--- src/design/irpfd_pkg.sv ---
`default_nettype none
package irpfd_pkg;

   localparam int MAX_RUNS_DEF   = 256;
   localparam int CODE_BITS_DEF  = 32;
   localparam int LEN_W          = 16;
   localparam int TIMER_W        = LEN_W + 1;
   localparam int CODE_W         = 32;
   localparam int COUNT_W        = 9;
   localparam int CSR_INDEX_W    = 3;
   localparam int QUEUE_DEPTH    = 4;

   localparam logic [LEN_W-1:0] TOLERANCE_RST   = 16'd200;
   localparam logic [LEN_W-1:0] TIMEOUT_RST     = 16'd20000;
   localparam logic [LEN_W-1:0] HEADER_1_RST    = 16'd4500;
   localparam logic [LEN_W-1:0] HEADER_2_RST    = 16'd4500;
   localparam logic [LEN_W-1:0] SKIP_RST        = 16'd550;
   localparam logic [LEN_W-1:0] ZERO_RST        = 16'd450;
   localparam logic [LEN_W-1:0] ONE_RST         = 16'd1450;

   typedef enum logic [CSR_INDEX_W-1:0] {
      CSR_TOLERANCE,
      CSR_TIMEOUT,
      CSR_HEADER_1,
      CSR_HEADER_2,
      CSR_SKIP,
      CSR_ZERO,
      CSR_ONE
   } csr_index_type;

   typedef enum logic [1:0] {
      STATUS_OK,
      STATUS_BAD_HEADER,
      STATUS_NO_SKIP,
      STATUS_OVERFLOW
   } status_type;

   typedef struct packed {
      logic [LEN_W-1:0] tolerance;
      logic [LEN_W-1:0] timeout_ticks;
      logic [LEN_W-1:0] header_first_len;
      logic [LEN_W-1:0] header_second_len;
      logic [LEN_W-1:0] skip_len;
      logic [LEN_W-1:0] zero_len;
      logic [LEN_W-1:0] one_len;
   } cfg_type;

   typedef struct packed {
      logic             frame_end;
      logic [LEN_W-1:0] len;
   } event_type;

   function automatic logic [LEN_W-1:0] len_gap(input logic [LEN_W-1:0] a,
                                                input logic [LEN_W-1:0] b);
      len_gap = (a > b) ? a - b : b - a;
   endfunction

endpackage
`default_nettype wire

--- src/design/irpfd_front.sv ---
`default_nettype none
module irpfd_front (
   input  wire logic                     clock,
   input  wire logic                     reset,
   input  wire logic                     req_valid,
   output logic                          req_ready,
   input  wire logic                     req_level,
   input  wire logic [irpfd_pkg::LEN_W-1:0] timeout_ticks,
   input  wire logic                     q_full,
   output logic                          push,
   output irpfd_pkg::event_type          push_event
);
   import irpfd_pkg::*;

   logic               busy_ff, busy_in;
   logic               level_ff, level_in;
   logic [TIMER_W-1:0] timer_ff, timer_in;
   logic               accept;

   assign req_ready = !q_full;
   assign accept    = req_valid && req_ready;

   always_comb begin
      busy_in          = busy_ff;
      level_in         = level_ff;
      timer_in         = timer_ff;
      push             = 1'b0;
      push_event.frame_end = 1'b0;
      push_event.len   = timer_ff[LEN_W-1:0];
      if (accept) begin
         if (!busy_ff) begin
            if (!req_level) begin
               busy_in  = 1'b1;
               level_in = 1'b0;
               timer_in = TIMER_W'(1);
            end
         end else if (req_level == level_ff) begin
            timer_in = timer_ff + TIMER_W'(1);
         end else begin
            push     = 1'b1;
            level_in = req_level;
            timer_in = TIMER_W'(1);
         end
         if (busy_in && (timer_in > {1'b0, timeout_ticks})) begin
            push                 = 1'b1;
            push_event.frame_end = 1'b1;
            busy_in              = 1'b0;
         end
      end
   end

   always_ff @(posedge clock) begin
      if (reset) begin
         busy_ff  <= 1'b0;
         level_ff <= 1'b0;
         timer_ff <= '0;
      end else begin
         busy_ff  <= busy_in;
         level_ff <= level_in;
         timer_ff <= timer_in;
      end
   end

endmodule
`default_nettype wire

--- src/design/irpfd_queue.sv ---
`default_nettype none
module irpfd_queue (
   input  wire logic                 clock,
   input  wire logic                 reset,
   input  wire logic                 push,
   input  wire irpfd_pkg::event_type push_event,
   input  wire logic                 pop,
   output logic                      q_valid,
   output logic                      q_full,
   output irpfd_pkg::event_type      head_event
);
   import irpfd_pkg::*;

   localparam int PTR_W = $clog2(QUEUE_DEPTH);

   event_type          slot_ff [QUEUE_DEPTH];
   logic [PTR_W-1:0]   wr_ptr_ff, wr_ptr_in;
   logic [PTR_W-1:0]   rd_ptr_ff, rd_ptr_in;
   logic [PTR_W:0]     count_ff, count_in;
   logic               do_pop;

   assign q_valid    = count_ff != '0;
   assign q_full     = count_ff == (PTR_W+1)'(QUEUE_DEPTH);
   assign head_event = slot_ff[rd_ptr_ff];
   assign do_pop     = pop && q_valid;

   always_comb begin
      wr_ptr_in = push ? wr_ptr_ff + PTR_W'(1) : wr_ptr_ff;
      rd_ptr_in = do_pop ? rd_ptr_ff + PTR_W'(1) : rd_ptr_ff;
      count_in  = count_ff;
      if (push && !do_pop) begin
         count_in = count_ff + (PTR_W+1)'(1);
      end else if (do_pop && !push) begin
         count_in = count_ff - (PTR_W+1)'(1);
      end
   end

   always_ff @(posedge clock) begin
      if (reset) begin
         wr_ptr_ff <= '0;
         rd_ptr_ff <= '0;
         count_ff  <= '0;
      end else begin
         wr_ptr_ff <= wr_ptr_in;
         rd_ptr_ff <= rd_ptr_in;
         count_ff  <= count_in;
      end
   end

   always_ff @(posedge clock) begin
      if (push) begin
         slot_ff[wr_ptr_ff] <= push_event;
      end
   end

endmodule
`default_nettype wire

--- src/design/irpfd_back.sv ---
`default_nettype none
module irpfd_back #(
   parameter int MAX_RUNS  = irpfd_pkg::MAX_RUNS_DEF,
   parameter int CODE_BITS = irpfd_pkg::CODE_BITS_DEF
) (
   input  wire logic                          clock,
   input  wire logic                          reset,
   input  wire irpfd_pkg::cfg_type            cfg,
   input  wire logic                          q_valid,
   input  wire irpfd_pkg::event_type          head_event,
   output logic                               pop,
   output logic                               rsp_valid,
   input  wire logic                          rsp_ready,
   output logic [irpfd_pkg::CODE_W-1:0]       rsp_code,
   output logic [1:0]                         rsp_status,
   output logic [irpfd_pkg::COUNT_W-1:0]      rsp_run_count
);
   import irpfd_pkg::*;

   localparam int RUNS_W = $clog2(MAX_RUNS + 1);

   logic [RUNS_W-1:0]    runs_ff, runs_in;
   logic [CODE_BITS-1:0] shift_ff, shift_in;
   logic                 hdr1_ok_ff, hdr1_ok_in;
   logic                 hdr_ok_ff, hdr_ok_in;
   logic                 skip_fault_ff, skip_fault_in;
   logic                 ovf_ff, ovf_in;

   logic                 out_valid_ff, out_valid_in;
   logic [CODE_W-1:0]    out_code_ff, out_code_in;
   status_type           out_status_ff, out_status_in;
   logic [COUNT_W-1:0]   out_count_ff, out_count_in;

   logic                 out_free;
   logic [LEN_W-1:0]     len;
   logic                 near_hdr1, near_hdr2, near_skip, data_bit;
   logic [CODE_BITS-1:0] final_code;
   status_type           final_status;

   assign out_free = !out_valid_ff || rsp_ready;
   assign pop      = q_valid && (!head_event.frame_end || out_free);
   assign len      = head_event.len;

   assign near_hdr1 = len_gap(len, cfg.header_first_len) <= cfg.tolerance;
   assign near_hdr2 = len_gap(len, cfg.header_second_len) <= cfg.tolerance;
   assign near_skip = len_gap(len, cfg.skip_len) <= cfg.tolerance;
   assign data_bit  = !(len_gap(len, cfg.zero_len) < len_gap(len, cfg.one_len));

   always_comb begin
      final_code = runs_ff[0] ? {shift_ff[CODE_BITS-2:0], 1'b0} : shift_ff;
      if (ovf_ff) begin
         final_status = STATUS_OVERFLOW;
      end else if (runs_ff < RUNS_W'(2) || !hdr_ok_ff) begin
         final_status = STATUS_BAD_HEADER;
      end else if (skip_fault_ff) begin
         final_status = STATUS_NO_SKIP;
      end else begin
         final_status = STATUS_OK;
      end
   end

   always_comb begin
      runs_in       = runs_ff;
      shift_in      = shift_ff;
      hdr1_ok_in    = hdr1_ok_ff;
      hdr_ok_in     = hdr_ok_ff;
      skip_fault_in = skip_fault_ff;
      ovf_in        = ovf_ff;
      out_valid_in  = out_valid_ff && !rsp_ready;
      out_code_in   = out_code_ff;
      out_status_in = out_status_ff;
      out_count_in  = out_count_ff;
      if (pop) begin
         if (head_event.frame_end) begin
            out_valid_in  = 1'b1;
            out_status_in = final_status;
            out_code_in   = (final_status == STATUS_OK) ? CODE_W'(final_code) : '0;
            out_count_in  = COUNT_W'(runs_ff);
            runs_in       = '0;
            shift_in      = '0;
            hdr1_ok_in    = 1'b0;
            hdr_ok_in     = 1'b0;
            skip_fault_in = 1'b0;
            ovf_in        = 1'b0;
         end else if (runs_ff == RUNS_W'(MAX_RUNS)) begin
            ovf_in = 1'b1;
         end else begin
            runs_in = runs_ff + RUNS_W'(1);
            if (runs_ff == '0) begin
               hdr1_ok_in = near_hdr1;
            end else if (runs_ff == RUNS_W'(1)) begin
               hdr_ok_in = hdr1_ok_ff && near_hdr2;
            end else if (!runs_ff[0]) begin
               if (!near_skip) begin
                  skip_fault_in = 1'b1;
               end
            end else begin
               shift_in = {shift_ff[CODE_BITS-2:0], data_bit};
            end
         end
      end
   end

   always_ff @(posedge clock) begin
      if (reset) begin
         runs_ff       <= '0;
         shift_ff      <= '0;
         hdr1_ok_ff    <= 1'b0;
         hdr_ok_ff     <= 1'b0;
         skip_fault_ff <= 1'b0;
         ovf_ff        <= 1'b0;
         out_valid_ff  <= 1'b0;
      end else begin
         runs_ff       <= runs_in;
         shift_ff      <= shift_in;
         hdr1_ok_ff    <= hdr1_ok_in;
         hdr_ok_ff     <= hdr_ok_in;
         skip_fault_ff <= skip_fault_in;
         ovf_ff        <= ovf_in;
         out_valid_ff  <= out_valid_in;
      end
   end

   always_ff @(posedge clock) begin
      out_code_ff   <= out_code_in;
      out_status_ff <= out_status_in;
      out_count_ff  <= out_count_in;
   end

   assign rsp_valid     = out_valid_ff;
   assign rsp_code      = out_code_ff;
   assign rsp_status    = out_status_ff;
   assign rsp_run_count = out_count_ff;

endmodule
`default_nettype wire

--- src/design/ir_pulse_frame_decoder_unit.sv ---
`default_nettype none
// IR pulse frame decoder. Takes one sampled receiver pin level per item and
// accepts one item every clock; the run timer at the front only holds off
// req_ready when its four-entry event queue is full, which happens only while
// a finished frame result waits on rsp_ready. Each finished run goes through
// the queue to the back end, which checks header and skip runs, shifts in
// data bits and, when a run passes timeout_ticks, delivers one frame result
// (code, status, run_count) from an output register. The user must write the
// csr_ port registers only while no frame is in progress; it is not enforced.
module ir_pulse_frame_decoder_unit #(
   parameter int MAX_RUNS  = irpfd_pkg::MAX_RUNS_DEF,
   parameter int CODE_BITS = irpfd_pkg::CODE_BITS_DEF
) (
   input  wire logic                                clock,
   input  wire logic                                reset,
   input  wire logic                                req_valid,
   output logic                                     req_ready,
   input  wire logic                                req_level,
   output logic                                     rsp_valid,
   input  wire logic                                rsp_ready,
   output logic [irpfd_pkg::CODE_W-1:0]             rsp_code,
   output logic [1:0]                               rsp_status,
   output logic [irpfd_pkg::COUNT_W-1:0]            rsp_run_count,
   input  wire logic                                csr_valid,
   output logic                                     csr_ready,
   input  wire logic [irpfd_pkg::CSR_INDEX_W-1:0]   csr_index,
   input  wire logic [irpfd_pkg::LEN_W-1:0]         csr_wdata
);
   import irpfd_pkg::*;

   cfg_type   cfg_ff, cfg_in;
   logic      q_full, q_valid, push, pop;
   event_type push_event, head_event;

   assign csr_ready = 1'b1;

   always_comb begin
      cfg_in = cfg_ff;
      if (csr_valid) begin
         case (csr_index)
            CSR_TOLERANCE: cfg_in.tolerance         = csr_wdata;
            CSR_TIMEOUT:   cfg_in.timeout_ticks     = csr_wdata;
            CSR_HEADER_1:  cfg_in.header_first_len  = csr_wdata;
            CSR_HEADER_2:  cfg_in.header_second_len = csr_wdata;
            CSR_SKIP:      cfg_in.skip_len          = csr_wdata;
            CSR_ZERO:      cfg_in.zero_len          = csr_wdata;
            CSR_ONE:       cfg_in.one_len           = csr_wdata;
            default:       cfg_in = cfg_ff;
         endcase
      end
   end

   always_ff @(posedge clock) begin
      if (reset) begin
         cfg_ff.tolerance         <= TOLERANCE_RST;
         cfg_ff.timeout_ticks     <= TIMEOUT_RST;
         cfg_ff.header_first_len  <= HEADER_1_RST;
         cfg_ff.header_second_len <= HEADER_2_RST;
         cfg_ff.skip_len          <= SKIP_RST;
         cfg_ff.zero_len          <= ZERO_RST;
         cfg_ff.one_len           <= ONE_RST;
      end else begin
         cfg_ff <= cfg_in;
      end
   end

   irpfd_front u_front (
      .clock         (clock),
      .reset         (reset),
      .req_valid     (req_valid),
      .req_ready     (req_ready),
      .req_level     (req_level),
      .timeout_ticks (cfg_ff.timeout_ticks),
      .q_full        (q_full),
      .push          (push),
      .push_event    (push_event)
   );

   irpfd_queue u_queue (
      .clock      (clock),
      .reset      (reset),
      .push       (push),
      .push_event (push_event),
      .pop        (pop),
      .q_valid    (q_valid),
      .q_full     (q_full),
      .head_event (head_event)
   );

   irpfd_back #(
      .MAX_RUNS  (MAX_RUNS),
      .CODE_BITS (CODE_BITS)
   ) u_back (
      .clock         (clock),
      .reset         (reset),
      .cfg           (cfg_ff),
      .q_valid       (q_valid),
      .head_event    (head_event),
      .pop           (pop),
      .rsp_valid     (rsp_valid),
      .rsp_ready     (rsp_ready),
      .rsp_code      (rsp_code),
      .rsp_status    (rsp_status),
      .rsp_run_count (rsp_run_count)
   );

endmodule
`default_nettype wire

--- config.mk ---
export PLATFORM = sky130hd
export DESIGN_NAME = ir_pulse_frame_decoder_unit
export DESIGN_NICKNAME = d
export VERILOG_FILES = /design/src/design/irpfd_pkg.sv /design/src/design/irpfd_front.sv /design/src/design/irpfd_queue.sv /design/src/design/irpfd_back.sv /design/src/design/ir_pulse_frame_decoder_unit.sv
export SDC_FILE = /design/constraint.sdc
export NUM_CORES = 1
export LEC_CHECK = 0
export ABC_AREA = 1
export BUFFER_PORTS_ARGS = -buffer_cell sky130_fd_sc_hd__buf_4
export CAP_MARGIN = 15
export CORE_MARGIN = 2
export CORE_UTILIZATION = 65
export CTS_CLUSTER_DIAMETER = 150
export CTS_CLUSTER_SIZE = 16
export DETAILED_ROUTE_END_ITERATION = 8
export PLACE_DENSITY = 0.83
export SLEW_MARGIN = 20
export SYNTH_ARGS = -nofsm -noshare
export SYNTH_HDL_FRONTEND = slang
export SYNTH_HIERARCHICAL = 1
export SYNTH_SLANG_ARGS = --single-unit
--- constraint.sdc ---
create_clock -name clock -period 10.2 [get_ports clock]
set_input_delay 3.06 -clock clock [delete_from_list [all_inputs] [get_ports clock]]
set_output_delay 3.06 -clock clock [all_outputs]
set_load 0.03 [all_outputs]
==> results.md <==
Run status:
- The run finished with clean final reports.

Clocking:
- CTS built an H-tree with a depth of 1.
- Post-CTS repair changed the size of 0 cells.
- The number of clock sinks is a little under 300.
- The number of buffers added to fix hold violations after cts is 0.
- The number of buffers created by CTS is 22.
- TritonCTS built the clock tree.
- The post-CTS setup buffer count is 0.
- CTS placed an instance of sky130_fd_sc_hd__clkbuf_16 at the clock tree root.
- The clock edge transition at the registers on the reported setup and hold paths is 0.07 ns.
- No sink is reached through more buffers than the 3 on the longest clock path.
- The latest clock arrival within the worst-skew pair is 0.54 ns.

Synth:
- The most common cell in the synthesized netlist is sky130_fd_sc_hd__nand2_1.
- For this run, the leading register cell type out of synthesis is sky130_fd_sc_hd__dfxtp_1.
- The area of the mapped netlist is 24,600 um^2.
- The async set-reset flop share out of synthesis is 0%.
- The synthesized netlist devotes 33.3% of its cell area to simple gates.
- By area the synthesized netlist is led by sky130_fd_sc_hd__nand2_1 17%, sky130_fd_sc_hd__dfxtp_1 15%, sky130_fd_sc_hd__edfxtp_1 14%, sky130_fd_sc_hd__ha_1 12%, sky130_fd_sc_hd__inv_1 8.4%.
- Sequential elements use 28.7% of the synthesized area.
- The average footprint of a synthesized cell is ~6.6 um^2.
- The portion of synthesized area spent on multiplexers is 0%.
- The commonest cells after synthesis are 1,121 x sky130_fd_sc_hd__nand2_1, 552 x sky130_fd_sc_hd__inv_1, 370 x sky130_fd_sc_hd__nor2_1, 259 x sky130_fd_sc_hd__nand3_1, 257 x sky130_fd_sc_hd__a21oi_1.
- The netlist uses 49 different library cells.
- The net count after synthesis is 4,001.
- The largest area contributor in the netlist is sky130_fd_sc_hd__nand2_1.
- The register bit count reported by yosys is 297.
- After technology mapping, the gate count stands at between 3,000 and 4,000.
- Summing the areas of all xor and xnor instances in the mapped netlist gives 2.88% of the synthesized area.
- The top cell type's share of synthesized area is ~17%.
- The fraction of the mapped netlist area in adder cells is 13.2%.
- The fraction of the mapped netlist area in compound gates is around a tenth.
- The dominant combinational cell family by area after synthesis is simple AND/OR/NAND/NOR gates.
- The synthesized design contains 111 enable-type register cells.
- For this run, the number of Yosys warnings is 6.

GRT:
- In the global route stage, met2 resource usage came out at 58.3%.
- The initial antenna violation count is 0.
- Global routing consumed, on the met3 layer, 5.51% of the routing resources.
- The via count of the first global-routing pass came to 22,000.
- The overall fraction of global-route tracks in use is between 30% and 40%.
- Entering global routing, the biggest net connects about 110 pins.
- The wire length of the first global-routing pass is about 110,000 um.
- met2 is the most crowded layer.
- The leftover overflow at the end of global routing is 0.
- The met1 layer usage reported by global route is ~47%.

Drt:
- After detailed routing, the total wire length is 71,600 um.
- The detail route stage leaves a number of antenna-violating nets equal to 0.
- After detailed routing, the average wire length per cell comes to 16.9 um.
- The via count normalized by instance count is roughly 5.6.
- The iteration count of the initial detailed-routing pass is 6.
- For this block, the via count after detailed routing is 23,900.
- The DRC violation count after routing is 0.
- For this block, the initial DRC count from the detailed router was 2,403.

Final layout:
- The final cell count without fillers is 4,236.
- The sequential cells in the finished layout cover a total of 7060 um^2.
- Relative to the synthesized area, the layout overhead comes to 4.82%.
- Counting the fill cells in the layout gives 3,344.
- The ratio of cells with drive above 1 in the final layout is 6.63%.
- The number of antenna diodes in the final layout is 0.
- The number of nets in the finished design is approximately 4,000.
- Cells fill 68.8% of the core in the end.
- The multi-input combinational cell area is about 15,000 um^2.
- The summed area of non-filler cells in the final layout is between 20,000 and 30,000 um^2.

Placed design:
- The cell count after placement is 4,198.
- The detailed-placement wirelength estimate is 53,100 um.
- The worst slack at placement is 3.44 ns.
- Port buffering added between 60 and 70 buffers.
- The standard cell area after detailed placement is 25,200 um^2.
- The final weighted congestion of routability-driven global placement is 1.02.

STA:
- In this run the tightest slew margin relative to its limit is 24.2%.
- Setup violations remaining at the end of the flow were counted as 0.
- Setup repair after global routing left no endpoint under its margin.
- The clock arrives with 0.0220 ns of skew.
- For this run, the top clock speed supported by timing is 160 MHz.
- At the pin with the least slew margin, the transition time is 1.14 ns.
- Counting I/O delays and the setup requirement, the final critical path takes roughly 6.3 ns.
- The number of max-slew violations in the final report is 0.
- After routing, the total negative slack on setup checks comes to 0 ns.
- Setup slack closes at about 4 ns.
- The hold violation total from the final report came to 0.
- Of the available clock period, the critical path in the final layout requires 61.3%.

Power:
- The net switching component of the power is about 3.8 mW.
- Combinational logic is responsible for between 60% and 70% of the overall power.
- The sequential group share of total power is 19.9%.
- IR analysis of the VDD net gives a maximum drop of ~0.19 mV.
- The ratio of total power to cell area is about 270 nW/um^2.
- The share of power burned in the clock network is 11.8%.
- The total internal power is ~3.3 mW.
- The switching share of total power is 53.4%.
- Summed over all cells, the static leakage comes to approximately 13 nW.

Critical path:
- The cell that appears most often on the critical path is sky130_fd_sc_hd__nand2_1.
- The master of the slowest instance on the critical path is sky130_fd_sc_hd__nor2_2.
- STA classifies the critical path startpoint as an input pin.
- At the worst endpoint, the required time is 10.62 ns.
- The arrival time at the worst endpoint is 6.68 ns.
- The largest fanout on the critical path is 15.
- The maximum single-stage delay on the critical path is approximately 0.52 ns.
- The worst setup path is captured at a flip-flop.
- The category of the most critical setup path is in2reg.

Floorplanning:
- The die is 199 um wide.
- In this run the standard cell core region covers roughly 37,000 um^2.
- The initialized floorplan defines 71 standard-cell rows.
- The full die area is approximately 40,000 um^2.
- From bottom edge to top edge, the die measures 199 um.
- 71 I/O pins were placed.
- For this configuration, the core starts out at a cell density of approximately two thirds.

Min path:
- The min-delay analysis places its worst path in the category reg2reg.

Run:
- The number of maximum-capacitance constraint violations is 0.
[routing by layer]
layer / up-vias / routed length [um]
met5: - / 0
met4: 0 / 4140
met3: 240 / 6510
met2: 1099 / 31600
met1: 10800 / 29400
li1: 11700 / -
[layout by cell type (no fill, tap or decap), drive strengths merged, types with 21 or more instances in the layout]
cell type,n
o21ai,160
clkbuf,37
xor2,71
nor2,396
nand4,68
ha,243
o22ai,21
dfxtp,186
edfxtp,111
inv,570
a21oi,263
nand2,1170
nor3,21
buf,88
nand3,266
[sequential cells by signal, indices dropped and copies added (netlist names), 3 cells and up, named ones only]
name and count:
cfg_ff 112, u_queue/slot_ff 68, u_back/rsp_code 32, u_back/shift_ff 32
u_front/timer_ff 17, u_back/rsp_run_count 9, u_back/runs_ff 9, u_queue/count_ff 3
[area by class of cell]
| cell class | count | share of cell area (%) |
|---|---|---|
| Sequential cell | 297 | 27.3 |
| Tap cell | 511 | 2.48 |
| Inverter | 571 | 8.38 |
| Clock inverter | 1 | 0.0339 |
| Timing Repair Buffer | 88 | 2.56 |
| Clock buffer | 37 | 2.43 |
| Multi-Input combinational cell | 2731 | 56.8 |
[power by group through the flow]
stage	registers, mW	clock network, mW	logic, mW
5_1_grt	1.41	0.872	5.39
3_5_place_dp	1.42	0	4.69
3_3_place_gp	1.43	0	4.63
4_1_cts	1.40	0.838	4.71
2_1_floorplan	1.51	0	3.46
6_report	1.40	0.834	4.81
[kinds of logic (layout without fill, tap and decap cells)]
| logic type | count (synthesis) | count (layout) |
|---|---|---|
| AOI/OAI and AO/OA | 459 | 459 |
| xor gates and xnor gates | 81 | 81 |
| adders and majority gates | 254 | 254 |
| buffers and inverters | 694 | 697 |
| DFF | 297 | 297 |
| other | 1 | 1 |
| and+or+nand+nor | 1936 | 1936 |
[through the flow]
| step | hold slack, ns | power [mW] |
|---|---|---|
| 2_1_floorplan | 0.408 | 4.97 |
| 3_3_place_gp | 0.412 | 6.06 |
| 3_5_place_dp | 0.425 | 6.11 |
| 4_1_cts | 0.441 | 6.95 |
| 5_1_grt | 0.466 | 7.67 |
| 6_report | 0.449 | 7.05 |
[worst paths after layout]
path / from / endpoint / slack, ns / depth (start not counted)
hold / removal: u_back/runs_ff[6] / u_back/rsp_run_count[6] / 0.45 / 0
setup reg to reg: flip-flop / u_back/shift_ff[0] / 4.74 / 22
setup / recovery: req_level / u_queue/count_ff[1] / 3.94 / 27
hold reg to reg: u_back/runs_ff[6] / u_back/rsp_run_count[6] / 0.45 / 0
[worst max-delay path: cells and delay by family]
family | cells | cell delay, ns
buf+inv | 4 | 0.47
xor+xnor | 1 | 0.16
simple gates | 16 | 1.67
compound gates | 3 | 0.38
fa+ha+maj | 3 | 0.91
Note: power is estimated with default switching activity, not from simulation.
